<file path="src/sv/tsc_pkg.sv">
package tsc_pkg;

    localparam int StatusW = 3;
    localparam int TempW   = 26;
    localparam int RawW    = 16;

    localparam logic [StatusW-1:0] ST_SUCCESS  = 3'd0;
    localparam logic [StatusW-1:0] ST_BUS      = 3'd1;
    localparam logic [StatusW-1:0] ST_SILENCE  = 3'd2;
    localparam logic [StatusW-1:0] ST_CHECKSUM = 3'd3;
    localparam logic [StatusW-1:0] ST_RESETVAL = 3'd4;

    // Front to back: final status is decided up front, back only scales.
    typedef struct packed {
        logic [StatusW-1:0]     status;
        logic signed [RawW-1:0] raw;
    } t_cmd;

    typedef struct packed {
        logic [StatusW-1:0]      status;
        logic signed [TempW-1:0] temp_e4;
    } t_result;

endpackage

</file>
<file path="src/sv/temp_sensor_scratchpad_check.sv">
// Channel   Direction  Handshake           Payload
// input     in         push / full         i_data_byte[7:0], i_no_presence
// result    out        empty / pop         o_status[2:0], o_temperature_e4[25:0] signed
//
// One byte per cycle while full is low. A frame-ending or bus-error byte reaches
// the result queue through the command queue, then the scale register.
// Synchronous active-low reset empties both queues and restarts the frame.
// full follows the command queue; a stalled result side backs up through
// the scale register into it, byte intake continues until it fills.
module temp_sensor_scratchpad_check #(
    parameter int QUEUE_DEPTH = 2
) (
    input  logic        i_clk,
    input  logic        i_rst_n,
    input  logic        push,
    output logic        full,
    input  logic [7:0]  i_data_byte,
    input  logic        i_no_presence,
    output logic        empty,
    input  logic        pop,
    output logic [2:0]  o_status,
    output logic signed [25:0] o_temperature_e4
);

    logic              accept;
    logic              cmd_push, cmd_pop, cmd_empty;
    tsc_pkg::t_cmd     cmd_wr, cmd_rd;
    logic              res_push, res_full;
    tsc_pkg::t_result  res_wr, res_rd;

    assign accept = push && !full;

    tsc_front u_front (
        .i_clk         (i_clk),
        .i_rst_n       (i_rst_n),
        .i_accept      (accept),
        .i_data_byte   (i_data_byte),
        .i_no_presence (i_no_presence),
        .o_cmd_push    (cmd_push),
        .o_cmd         (cmd_wr)
    );

    tsc_fifo #(
        .WIDTH ($bits(tsc_pkg::t_cmd)),
        .DEPTH (QUEUE_DEPTH)
    ) u_cmd_q (
        .i_clk   (i_clk),
        .i_rst_n (i_rst_n),
        .i_wr_en (cmd_push),
        .i_wdata (cmd_wr),
        .o_full  (full),
        .i_rd_en (cmd_pop),
        .o_rdata (cmd_rd),
        .o_empty (cmd_empty)
    );

    tsc_back u_back (
        .i_clk       (i_clk),
        .i_rst_n     (i_rst_n),
        .i_cmd       (cmd_rd),
        .i_cmd_empty (cmd_empty),
        .o_cmd_pop   (cmd_pop),
        .o_res       (res_wr),
        .o_res_push  (res_push),
        .i_res_full  (res_full)
    );

    tsc_fifo #(
        .WIDTH ($bits(tsc_pkg::t_result)),
        .DEPTH (QUEUE_DEPTH)
    ) u_res_q (
        .i_clk   (i_clk),
        .i_rst_n (i_rst_n),
        .i_wr_en (res_push),
        .i_wdata (res_wr),
        .o_full  (res_full),
        .i_rd_en (pop),
        .o_rdata (res_rd),
        .o_empty (empty)
    );

    assign o_status         = res_rd.status;
    assign o_temperature_e4 = res_rd.temp_e4;

endmodule

</file>
<file path="src/sv/tsc_fifo.sv">
// Small register queue; DEPTH must be at least 2.
module tsc_fifo #(
    parameter int WIDTH = 8,
    parameter int DEPTH = 2
) (
    input  logic             i_clk,
    input  logic             i_rst_n,
    input  logic             i_wr_en,
    input  logic [WIDTH-1:0] i_wdata,
    output logic             o_full,
    input  logic             i_rd_en,
    output logic [WIDTH-1:0] o_rdata,
    output logic             o_empty
);

    localparam int PtrW = $clog2(DEPTH);
    localparam int CntW = $clog2(DEPTH + 1);
    localparam logic [PtrW-1:0] LastPtr = PtrW'(DEPTH - 1);
    localparam logic [CntW-1:0] FullCnt = CntW'(DEPTH);

    logic [WIDTH-1:0] r_mem [DEPTH];
    logic [PtrW-1:0]  r_wr_ptr, r_rd_ptr;
    logic [CntW-1:0]  r_count;
    logic             wr, rd;

    assign o_full  = (r_count == FullCnt);
    assign o_empty = (r_count == '0);
    assign o_rdata = r_mem[r_rd_ptr];
    assign wr      = i_wr_en && !o_full;
    assign rd      = i_rd_en && !o_empty;

    always_ff @(posedge i_clk) begin
        if (wr) begin
            r_mem[r_wr_ptr] <= i_wdata;
        end
    end

    always_ff @(posedge i_clk) begin
        if (!i_rst_n) begin
            r_wr_ptr <= '0;
            r_rd_ptr <= '0;
            r_count  <= '0;
        end else begin
            if (wr) begin
                r_wr_ptr <= (r_wr_ptr == LastPtr) ? '0 : r_wr_ptr + 1'b1;
            end
            if (rd) begin
                r_rd_ptr <= (r_rd_ptr == LastPtr) ? '0 : r_rd_ptr + 1'b1;
            end
            if (wr && !rd) begin
                r_count <= r_count + 1'b1;
            end else if (rd && !wr) begin
                r_count <= r_count - 1'b1;
            end
        end
    end

endmodule

</file>
<file path="src/sv/tsc_front.sv">
// Byte intake: CRC, all-ones flag, raw temperature capture, frame classification.
module tsc_front (
    input  logic            i_clk,
    input  logic            i_rst_n,
    input  logic            i_accept,
    input  logic [7:0]      i_data_byte,
    input  logic            i_no_presence,
    output logic            o_cmd_push,
    output tsc_pkg::t_cmd   o_cmd
);

    localparam logic [3:0] LastIdx = 4'd8;
    localparam logic [7:0] CrcPoly = 8'h8C;
    // raw * 625 == 850000 exactly when raw == 1360
    localparam logic signed [tsc_pkg::RawW-1:0] ResetRaw = 16'sd1360;

    function automatic logic [7:0] crc8_update(input logic [7:0] crc, input logic [7:0] b);
        logic [7:0] c;
        logic [7:0] d;
        logic       fb;
        c = crc;
        d = b;
        for (int k = 0; k < 8; k++) begin
            fb = c[0] ^ d[0];
            c  = {1'b0, c[7:1]};
            if (fb) begin
                c = c ^ CrcPoly;
            end
            d = {1'b0, d[7:1]};
        end
        return c;
    endfunction

    logic [3:0] r_byte_index, n_byte_index;
    logic [7:0] r_crc, n_crc;
    logic       r_all_ones, n_all_ones;
    logic [7:0] r_raw_lo, n_raw_lo;
    logic [7:0] r_raw_hi, n_raw_hi;
    logic signed [tsc_pkg::RawW-1:0] raw;

    assign raw = {r_raw_hi, r_raw_lo};

    always_comb begin
        n_byte_index = r_byte_index;
        n_crc        = r_crc;
        n_all_ones   = r_all_ones;
        n_raw_lo     = r_raw_lo;
        n_raw_hi     = r_raw_hi;
        o_cmd_push   = 1'b0;
        o_cmd.status = tsc_pkg::ST_BUS;
        o_cmd.raw    = raw;
        if (i_accept) begin
            if (i_no_presence || r_byte_index >= LastIdx) begin
                o_cmd_push   = 1'b1;
                n_byte_index = '0;
                n_crc        = '0;
                n_all_ones   = 1'b1;
                n_raw_lo     = '0;
                n_raw_hi     = '0;
                if (i_no_presence) begin
                    o_cmd.status = tsc_pkg::ST_BUS;
                end else if (r_all_ones) begin
                    o_cmd.status = tsc_pkg::ST_SILENCE;
                end else if (r_crc != i_data_byte) begin
                    o_cmd.status = tsc_pkg::ST_CHECKSUM;
                end else if (raw == ResetRaw) begin
                    o_cmd.status = tsc_pkg::ST_RESETVAL;
                end else begin
                    o_cmd.status = tsc_pkg::ST_SUCCESS;
                end
            end else begin
                n_byte_index = r_byte_index + 1'b1;
                n_crc        = crc8_update(r_crc, i_data_byte);
                if (i_data_byte != 8'hFF) begin
                    n_all_ones = 1'b0;
                end
                if (r_byte_index == 4'd0) begin
                    n_raw_lo = i_data_byte;
                end else if (r_byte_index == 4'd1) begin
                    n_raw_hi = i_data_byte;
                end
            end
        end
    end

    always_ff @(posedge i_clk) begin
        if (!i_rst_n) begin
            r_byte_index <= '0;
            r_crc        <= '0;
            r_all_ones   <= 1'b1;
            r_raw_lo     <= '0;
            r_raw_hi     <= '0;
        end else begin
            r_byte_index <= n_byte_index;
            r_crc        <= n_crc;
            r_all_ones   <= n_all_ones;
            r_raw_lo     <= n_raw_lo;
            r_raw_hi     <= n_raw_hi;
        end
    end

endmodule

</file>
<file path="src/sv/tsc_back.sv">
// Scaling stage: takes a command, multiplies raw by 625 (temperature zero on error statuses), holds the result
// until the result queue has room.
module tsc_back (
    input  logic              i_clk,
    input  logic              i_rst_n,
    input  tsc_pkg::t_cmd     i_cmd,
    input  logic              i_cmd_empty,
    output logic              o_cmd_pop,
    output tsc_pkg::t_result  o_res,
    output logic              o_res_push,
    input  logic              i_res_full
);

    localparam logic signed [tsc_pkg::TempW-1:0] Scale = 26'sd625;

    logic              r_valid;
    tsc_pkg::t_result  r_res, n_res;
    logic              advance;
    logic signed [tsc_pkg::TempW-1:0] raw_ext;

    assign advance    = !r_valid || !i_res_full;
    assign o_cmd_pop  = advance && !i_cmd_empty;
    assign o_res_push = r_valid && !i_res_full;
    assign o_res      = r_res;
    assign raw_ext    = tsc_pkg::TempW'(i_cmd.raw);

    always_comb begin
        n_res.status = i_cmd.status;
        if (i_cmd.status == tsc_pkg::ST_SUCCESS || i_cmd.status == tsc_pkg::ST_RESETVAL) begin
            n_res.temp_e4 = raw_ext * Scale;
        end else begin
            n_res.temp_e4 = '0;
        end
    end

    always_ff @(posedge i_clk) begin
        if (advance) begin
            r_res <= n_res;
        end
    end

    always_ff @(posedge i_clk) begin
        if (!i_rst_n) begin
            r_valid <= 1'b0;
        end else if (advance) begin
            r_valid <= !i_cmd_empty;
        end
    end

endmodule

</file>
<file path="config.mk">
export PLATFORM = sky130hd
export DESIGN_NAME = temp_sensor_scratchpad_check
export DESIGN_NICKNAME = d
export VERILOG_FILES = /design/src/sv/tsc_pkg.sv /design/src/sv/temp_sensor_scratchpad_check.sv /design/src/sv/tsc_fifo.sv /design/src/sv/tsc_front.sv /design/src/sv/tsc_back.sv
export SDC_FILE = /design/constraint.sdc
export NUM_CORES = 1
export LEC_CHECK = 0
export CORE_ASPECT_RATIO = 0.7
export CORE_MARGIN = 3
export CORE_UTILIZATION = 40
export DETAILED_ROUTE_END_ITERATION = 7
export DONT_BUFFER_PORTS = 1
export SLEW_MARGIN = 20
export SYNTH_ARGS = -nofsm -noshare
export SYNTH_HDL_FRONTEND = slang
export SYNTH_SLANG_ARGS = --single-unit
</file>
<file path="constraint.sdc">
create_clock -name i_clk -period 5 [get_ports i_clk]
set_input_delay 1 -clock i_clk [delete_from_list [all_inputs] [get_ports i_clk]]
set_output_delay 1 -clock i_clk [all_outputs]
set_load 0.03 [all_outputs]
</file>
==> results.md, run 1 <==
* First-pass GRT wire length at about 28 mm
* Row count at between 40 and 50
* Worst Tran Pin Value at 0.9312 ns
* Share of cells above drive strength 1 at a little under 20%
* Vias at 5454
* Latest clock arrival within the worst-skew pair at 0.43 ns
* Crit end category: register
* Port bufs at 0
* CP Data Required Time at 5.17 ns
* Period utilization at between 90 and 100%
* Die Area at approximately 25000 um^2
* Drt drc at 0
* WS Path Type: register to register
* Fin nets at slightly above 900
* Post-synth top cells: edfxtp_1 (125), ha_1 (85), inv_1 (84)
* Yosys warns at 0
* Clock Sink Count at about 170
* Vias in the first global route at around 5.5k
* Crit path DAT at 5.01 ns
* Initial antenna violation count at 0
* Grt total ovfl at 0
* Post-synthesis net count at 868
* Synth top area cells: edfxtp_1 (40%), ha_1 (11%), fa_1 (9.7%)
* Cell Area, Synth at roughly 9300 um^2
* Post-synth top area share at between 40% and 50%
* # diodes at 0
* Fillers at 1947
* Fin Hold WS at 0.4429 ns
* Post-DP HPWL at about 13 mm
* WL final at 17.44 mm
* Fmax at between 0.2 and 0.25 GHz
* Iteration-0 DRC Markers at 330
* Die Span X at roughly 190 um
* Root buffer cell: clkbuf_16
* Maxcap violations at 0
* Max Slew Vio Count at 0
* Starting density of the core at roughly two fifths
* First drt pass iteration count at 5
* Worst hold path class: register to register
* Post-synthesis sequential area ratio at about half
* Reg clk slew, reported paths at 0.07 ns
* Dpl cell area at around 10000 um^2
* H-tree depth at 4
* TritonCTS clock tree: built
* TritonCTS Buffers at 17
* Syn avg cell area at 12.80 um^2
* Wirelength per Cell at roughly 16 um
* Io pins at 44
* Routability cong. at roughly 0.8
* Status: complete, no violations
* Die Ht at approximately 130 um
* Post-synth ARST share at 0%
* Relative slew slack at 37.92%
* Final Cell Area at about 11000 um^2
* CP Launch Type: register
* CTS max path bufs at 2
* Cell variety after synth at 52
* Critical Path Fanout Max at 5
* Final Setup Violations at 0
* Post-synth top area cell: edfxtp_1
* GRT Util Overall at between 10% and 20%
* Gate Count Post-Synth at between 700 and 800
* Worst clock skew at 0.01232 ns
* Post-synth EDFFs at ~130
* P&R area growth vs syn at 14.19%
* Antenna Violating Nets Remaining at 0
* Hold Violations, Final at 0
* Vias per inst at between 5 and 6
* Top-count cell post-synth: edfxtp_1
* Pin count of the biggest net entering global routing at just over 40
* Min Tclk post-route at between 4 and 5 ns
* Core Area at approximately 22000 um^2
* RSZ-0062 raised after global routing: yes
* Ys flop type: edfxtp_1
* Post-synthesis register bit count at around 170
## flip-flops by register name (all words and copies together) (netlist names), named ones only
register and flops:
u_res_q.r_mem 58, u_cmd_q.r_mem 38, u_back.o_res 29, u_front.r_crc 8, u_front.r_raw_hi 8, u_front.r_raw_lo 8, u_front.r_byte_index 4, u_cmd_q.r_count 2
u_res_q.r_count 2, u_back.r_valid 1, u_cmd_q.r_rd_ptr 1, u_cmd_q.r_wr_ptr 1, u_front.r_all_ones 1, u_res_q.r_rd_ptr 1, u_res_q.r_wr_ptr 1
## cells in the final DEF, fill, tap and decap left out, types with 4 or more instances in the layout
cell type and count:
ha_1 81, nor2_1 42, and2_1 22, a21oi_1 8, a21boi_0 4, inv_6 5, o21ai_1 5, o21a_1 4
fa_1 45, nor3_1 4, mux2_2 42, xnor2_1 23, edfxtp_1 125, nand2_1 19, xor2_1 14, ha_4 4
a21o_1 6, clkbuf_16 17, buf_4 31, o21ai_2 4, a22oi_1 23, dfxtp_1 39, clkinv_4 4, and3_1 5
nand4_1 4, a21oi_2 5, inv_1 83, o21ai_0 17, xnor2_2 6, nor2b_1 24, mux2_4 6
## cell families (layout without fill, tap and decap cells)
family	after synthesis	in the layout	share of synthesized area, %
AOI/OAI and AO/OA	95	95	7.039
xor gates and xnor gates	43	43	4.544
buffers and inverters	100	150	4.140
adders and majority gates	130	130	21.17
muxes	51	51	6.149
DFF	165	165	49.08
and+or+nand+nor	141	141	7.875
## area by class of cell
cell class / instances / area (um^2) / share of cell area [%]
sequential: 165 / 4558 / 43.02
tap: 305 / 381.6 / 3.602
timing repair buffer: 34 / 266.5 / 2.515
inverter: 84 / 315.3 / 2.976
clock inverter: 14 / 143.9 / 1.358
clock buffer: 18 / 429.2 / 4.051
multi-input combinational: 460 / 4501 / 42.48
## per-layer routing
| layer | wire (um) | global-route usage (%) |
|---|---|---|
| met5 | 0 | 0 |
| met3 | 782 | 3.419 |
| met1 | 8536 | 20.64 |
| met4 | 117 | 3.957 |
| met2 | 8001 | 21.14 |
## final timing paths
path                                                startpoint                        endpoint  slack (ns)  depth (start not counted)
worst max register to register                        register  u_back.o_res[25]$_SDFFCE_PN0N_        0.15                         17
worst min-delay path            u_back.o_res[10]$_SDFFCE_PN0N_  u_res_q.r_mem[1][10]$_DFFE_PP_        0.44                          0
worst min register to register  u_back.o_res[10]$_SDFFCE_PN0N_  u_res_q.r_mem[1][10]$_DFFE_PP_        0.44                          0
worst max-delay path                                  register  u_back.o_res[25]$_SDFFCE_PN0N_        0.15                         17
## per-stage QoR
stage          util [%]  setup TNS, ns  instances  worst slack (ns)
2_1_floorplan         -              0        725           0.02115
3_3_place_gp      44.20              0       1045           0.03956
3_5_place_dp      44.20       -0.08550       1045          -0.03759
4_1_cts           46.82              0       1077          0.005483
5_1_grt           47.64        -0.1538       1080          -0.03962
6_report          47.64              0       1080            0.1509
## worst max-delay path, cell delays in order (launching register included)
cell     delay, ns
dfxtp_4       0.37
buf_6         0.15
mux2i_2       0.24
inv_1         0.09
ha_1          0.31
ha_1          0.34
fa_1          0.52
fa_1          0.56
inv_1         0.07
fa_1          0.53
inv_1         0.07
ha_4          0.29
nand2_1       0.05
a21o_1        0.20
or4_4         0.49
o22ai_2       0.14
xnor2_1       0.13
nor2_1        0.05
## timing repair
item                       in CTS  in global routing
hold endpoints to repair        0                  0
pin swaps                       0                  8
setup endpoints to repair       5                 10
gates cloned                    0                  1
buffers inserted                0                  2
gates resized for setup         3                 36
hold buffers                    0                  0
Power of run 1 is left out: the tool's default activity adds up to more than one toggle a clock period on the data nets, which glitch-free logic cannot reach.
==> run 2, diff against run 1 <==
PLACE_DENSITY = 0.64   (was unset)
==> results.md, run 2 (synthesis gave the netlist of run 1 again) <==
* P&R area growth vs syn at 13.59%
* Pre-CTS setup slack at -0.02596 ns (+0.01163 ns)
* WL final at 15.92 mm (-8.7%)
* Critical Path Fanout Max at 7 (+2)
* Die Area at 25090 um^2 (unchanged)
* Row count at 45 (unchanged)
* CP Launch Type: register
* Crit path DAT at 5.03 ns (+0.02 ns)
* Largest register FFs at 58 (unchanged)
* Cts-stage hold buffer count at 0 (unchanged)
* # diodes at 0 (unchanged)
* Maxcap violations at 0 (unchanged)
* Reg clk slew, reported paths at 0.07 ns (about the same)
* WS Path Type: register to register
* Fmax at 0.2057 GHz (-0.23%)
* Vias in the first global route at 5047 (-7.6%)
* Latest clock arrival within the worst-skew pair at 0.43 ns (about the same)
* Core Area at 22240 um^2 (unchanged)
* Post-DP HPWL at 11.56 mm (-9.3%)
* Initial antenna violation count at 0 (unchanged)
* Min Tclk post-route at 4.861 ns (+0.01140 ns)
* RSZ-0062 raised after global routing: no
* Hold Violations, Final at 0 (unchanged)
* TritonCTS clock tree: built
* Drt drc at 0 (unchanged)
* TritonCTS Buffers at 17 (unchanged)
* Fin nets at 901 (-0.44%)
* Routability cong. at 0.8203 (about the same)
* Root buffer cell: clkbuf_16
* Antenna Violating Nets Remaining at 0 (unchanged)
* Max Slew Vio Count at 0 (unchanged)
* Grt total ovfl at 0 (unchanged)
* Share of cells above drive strength 1 at 19.07% (-0.68 points)
* CP Data Required Time at 5.17 ns (about the same)
* Period utilization at 97.21% (+0.23 points)
* Worst Tran Pin Value at 0.9032 ns (-0.02805 ns)
* Commonest non-fill, non-tap cell in the layout: edfxtp_1
* First-pass GRT wire length at 26.36 mm (-6.3%)
* Starting density of the core at 41.72% (unchanged)
* GRT Util Overall at 13.32% (-0.85 points)
* Vias per inst at 4.783 (-5.3%)
* Most frequent cells in the layout: edfxtp_1 (125), inv_1 (81), ha_1 (80)
* Clock Sink Count at 165 (unchanged)
* Final Setup Violations at 0 (unchanged)
* Pin count of the biggest net entering global routing at 41 (unchanged)
* CTS max path bufs at 2 (unchanged)
* Die Ht at 133.4 um (unchanged)
* Worst clock skew at 0.007625 ns (-0.004700 ns)
* Relative slew slack at 39.79% (+1.9 points)
* Port bufs at 0 (unchanged)
* Biggest register: u_res_q.r_mem
* Worst hold path class: register to register
* H-tree depth at 4 (unchanged)
* Wirelength per Cell at 14.79 um (-8.4%)
* Status: complete, no violations
* Die Span X at 188.0 um (unchanged)
* First drt pass iteration count at 4 (-1)
* Setup WS post-layout at 0.1395 ns (-0.01140 ns)
* Io pins at 44 (unchanged)
* Crit end category: register
* Iteration-0 DRC Markers at 264 (-20%)
* Vias at 5146 (-5.6%)
[run 2: changes by cell type in the layout (fill, tap and decap cells not counted), moves of 2 or more]
cell	before	now
a21oi_1	8	11
a21oi_2	5	3
a31oi_2	0	2
a31oi_4	2	0
buf_4	31	28
clkinv_4	4	2
clkinv_8	0	2
inv_1	83	81
inv_2	1	3
inv_6	5	3
inv_8	2	4
[run 2: worst paths after layout]
check	startpoint	endpoint	slack [ns]	depth (start not counted)
worst max-delay path	register	u_back.o_res[25]$_SDFFCE_PN0N_	0.14	16
worst min-delay path	u_back.o_res[13]$_SDFFCE_PN0N_	u_res_q.r_mem[0][13]$_DFFE_PP_	0.44	0
worst max register to register	register	u_back.o_res[25]$_SDFFCE_PN0N_	0.14	16
worst min register to register	u_back.o_res[13]$_SDFFCE_PN0N_	u_res_q.r_mem[0][13]$_DFFE_PP_	0.44	0
[run 2: through the flow]
stage          hold slack [ns]  TNS (ns)  cells  utilization, %  instance area (um^2)
6_report                0.4436         0   1076           47.39                 10540
2_1_floorplan           0.4215         0    725               -                  9291
3_5_place_dp            0.4296  -0.02596   1042           44.10                  9808
4_1_cts                 0.4472         0   1074           46.82                 10410
3_3_place_gp            0.4230         0   1042           44.10                  9808
5_1_grt                 0.4536         0   1076           47.39                 10540
[run 2: what timing repair did]
item / 4_1_cts / 5_1_grt
setup endpoints to repair: 2 / 11
gates resized for setup: 2 / 27
setup buffers: 0 / 2
pin swaps: 0 / 11
endpoints found under the hold margin: 0 / 0
[run 2: layout make-up]
cell class	instances	area (um^2)
Tap cell	305	381.6
Clock buffer	17	425.4
Inverter	84	315.3
Fill cell	1978	11700
Sequential cell	165	4556
Multi-Input combinational cell	460	4462
Clock inverter	15	167.7
Timing Repair Buffer	30	232.7
[run 2: layer usage]
metal	track usage (%)	routed length, um
met2	19.28	6764
met5	0	0
met1	19.35	8215
met3	3.656	743
met4	4.373	193
[run 2: worst max-delay path, cell delays in order (launching register included)]
cell and delay, ns:
dfxtp_2 0.34, buf_6 0.14, mux2_2 0.38, ha_1 0.29, ha_1 0.32, fa_1 0.51
fa_1 0.55, inv_1 0.06, fa_1 0.52, inv_1 0.04, ha_2 0.36, o21ai_2 0.07
a21o_1 0.21, or4_4 0.48, o22ai_2 0.14, xnor2_1 0.13, nor2_1 0.05
Power of run 2 is left out for the same reason.
==> run 3, diff against run 2 <==
GPL_TIMING_DRIVEN = 0   (was unset)
==> results.md, run 3 (synthesis gave the netlist of run 1 again) <==
* Final Cell Area at 10960 um^2 (+3.9%)
* Core Area at 22240 um^2 (unchanged)
* Commonest non-fill, non-tap cell in the layout: edfxtp_1
* Die Area at 25090 um^2 (unchanged)
* Dpl cell area at 9781 um^2 (-0.28%)
* Most frequent cells in the layout: edfxtp_1 (125), inv_1 (81), ha_1 (72)
* Crit end category: register
* H-tree depth at 4 (unchanged)
* Grt total ovfl at 0 (unchanged)
* Latest clock arrival within the worst-skew pair at 0.44 ns (about the same)
* Die Ht at 133.4 um (unchanged)
* # diodes at 0 (unchanged)
* Fillers at 1933 (-2.3%)
* Vias per inst at 4.908 (+2.6%)
* Drt drc at 0 (unchanged)
* Worst Tran Pin Value at 0.9219 ns (+0.01876 ns)
* Io pins at 44 (unchanged)
* Layout Cells excl Fill at 1092 (+1.5%)
* Iteration-0 DRC Markers at 298 (+13%)
* Biggest register: u_res_q.r_mem
* Min Tclk post-route at 4.897 ns (+0.03696 ns)
* Worst clock skew at 0.01527 ns (+0.007648 ns)
* First drt pass iteration count at 4 (unchanged)
* Status: complete, no violations
* Clock Sink Count at 165 (unchanged)
* WS Path Type: register to register
* Root buffer cell: clkbuf_16
* Vias at 5360 (+4.2%)
* Reg clk slew, reported paths at 0.07 ns (about the same)
* TritonCTS Buffers at 17 (unchanged)
* Row count at 45 (unchanged)
* Relative slew slack at 38.54% (-1.3 points)
* Initial antenna violation count at 0 (unchanged)
* Worst hold path class: register to register
* Post-DP HPWL at 12.47 mm (+7.8%)
* Crit path DAT at 5.07 ns (+0.04 ns)
* Starting density of the core at 41.72% (unchanged)
* P&R area growth vs syn at 18.07%
* Critical Path Fanout Max at 5 (-2)
* Routability cong. at 0.8259 (+0.68%)
* First-pass GRT wire length at 27.89 mm (+5.8%)
* Port bufs at 0 (unchanged)
* GRT Util Overall at 14.10% (+0.78 points)
* Fin nets at 917 (+1.8%)
* CP Launch Type: register
* Maxcap violations at 0 (unchanged)
* Vias in the first global route at 5391 (+6.8%)
* WL final at 17.37 mm (+9.2%)
* Fmax at 0.2042 GHz (-0.75%)
* Final cell utilization of the core at 49.26% (+1.9 points)
* Share of cells above drive strength 1 at 21.47% (+2.4 points)
* Hold Violations, Final at 0 (unchanged)
* Pin count of the biggest net entering global routing at 21 (-49%)
* CP Data Required Time at 5.17 ns (about the same)
* TritonCTS clock tree: built
* CTS max path bufs at 2 (unchanged)
* Antenna Violating Nets Remaining at 0 (unchanged)
* Max Slew Vio Count at 0 (unchanged)
* Dpl cells at 1035 (-0.67%)
* Final Setup Violations at 0 (unchanged)
* Period utilization at 97.95% (+0.74 points)
* Wirelength per Cell at 15.91 um (+7.6%)
* Largest register FFs at 58 (unchanged)
* Die Span X at 188.0 um (unchanged)
## run 3: cell count changes in the layout (fill, tap and decap cells not counted), sizes merged
cell	change
clkinv	-1
bufinv	+1
buf	+5
clkinvlp	+1
clkbuf	+12
inv	-2
## run 3: layout make-up
class / instances / area, um^2 / share of cell area (%)
Tap cell: 305 / 381.6 / 3.483
Clock inverter: 14 / 170.2 / 1.553
Inverter: 84 / 315.3 / 2.878
Buffer: 16 / 98.84 / 0.9022
Multi-Input combinational cell: 460 / 4679 / 42.71
Clock buffer: 18 / 429.2 / 3.917
Sequential cell: 165 / 4558 / 41.61
Timing Repair Buffer: 30 / 322.8 / 2.947
## run 3: metal layers
layer	routed length [um]	track usage, %
met2	7518	21.20
met1	8726	19.78
met4	297	4.456
met5	0	0
met3	832	4.077
## run 3: repair_timing
| item | CTS | global route |
|---|---|---|
| resized for setup | 32 | 28 |
| cloned | 0 | 2 |
| hold buffers | 0 | 0 |
| endpoints found under the setup margin | 12 | 8 |
| buffers inserted | 4 | 19 |
| hold endpoints to repair | 0 | 0 |
| pin swaps | 2 | 25 |
## run 3: final timing paths
kind | startpoint | to | slack, ns | cells after the start
hold reg to reg | u_back.o_res[13]$_SDFFCE_PN0N_ | u_res_q.r_mem[1][13]$_DFFE_PP_ | 0.44 | 0
hold / removal | u_back.o_res[13]$_SDFFCE_PN0N_ | u_res_q.r_mem[1][13]$_DFFE_PP_ | 0.44 | 0
setup / recovery | register | u_back.o_res[25]$_SDFFCE_PN0N_ | 0.10 | 17
setup reg to reg | register | u_back.o_res[25]$_SDFFCE_PN0N_ | 0.10 | 17
## run 3: through the flow
| stage | setup TNS, ns | hold slack [ns] | worst slack [ns] |
|---|---|---|---|
| floorplan | 0 | 0.4215 | 0.02115 |
| global placement | -4.211 | 0.4231 | -0.5944 |
| detailed placement | -4.324 | 0.4290 | -0.5926 |
| CTS | 0 | 0.4437 | 0.01363 |
| global route | -0.07707 | 0.4584 | -0.03474 |
| finish | 0 | 0.4428 | 0.1025 |
## run 3: worst max-delay path: stages, from the launching register on
cell and delay (ns):
dfxtp_4 0.39, buf_12 0.14, buf_12 0.13, mux2_4 0.33
ha_1 0.35, ha_4 0.29, fa_1 0.44, fa_1 0.55
inv_1 0.05, fa_1 0.52, inv_1 0.06, ha_4 0.30
o21ai_2 0.07, a21o_1 0.20, or4_4 0.50, o22ai_4 0.13
xnor2_2 0.14, nor2_1 0.06
Power of run 3 is left out for the same reason.
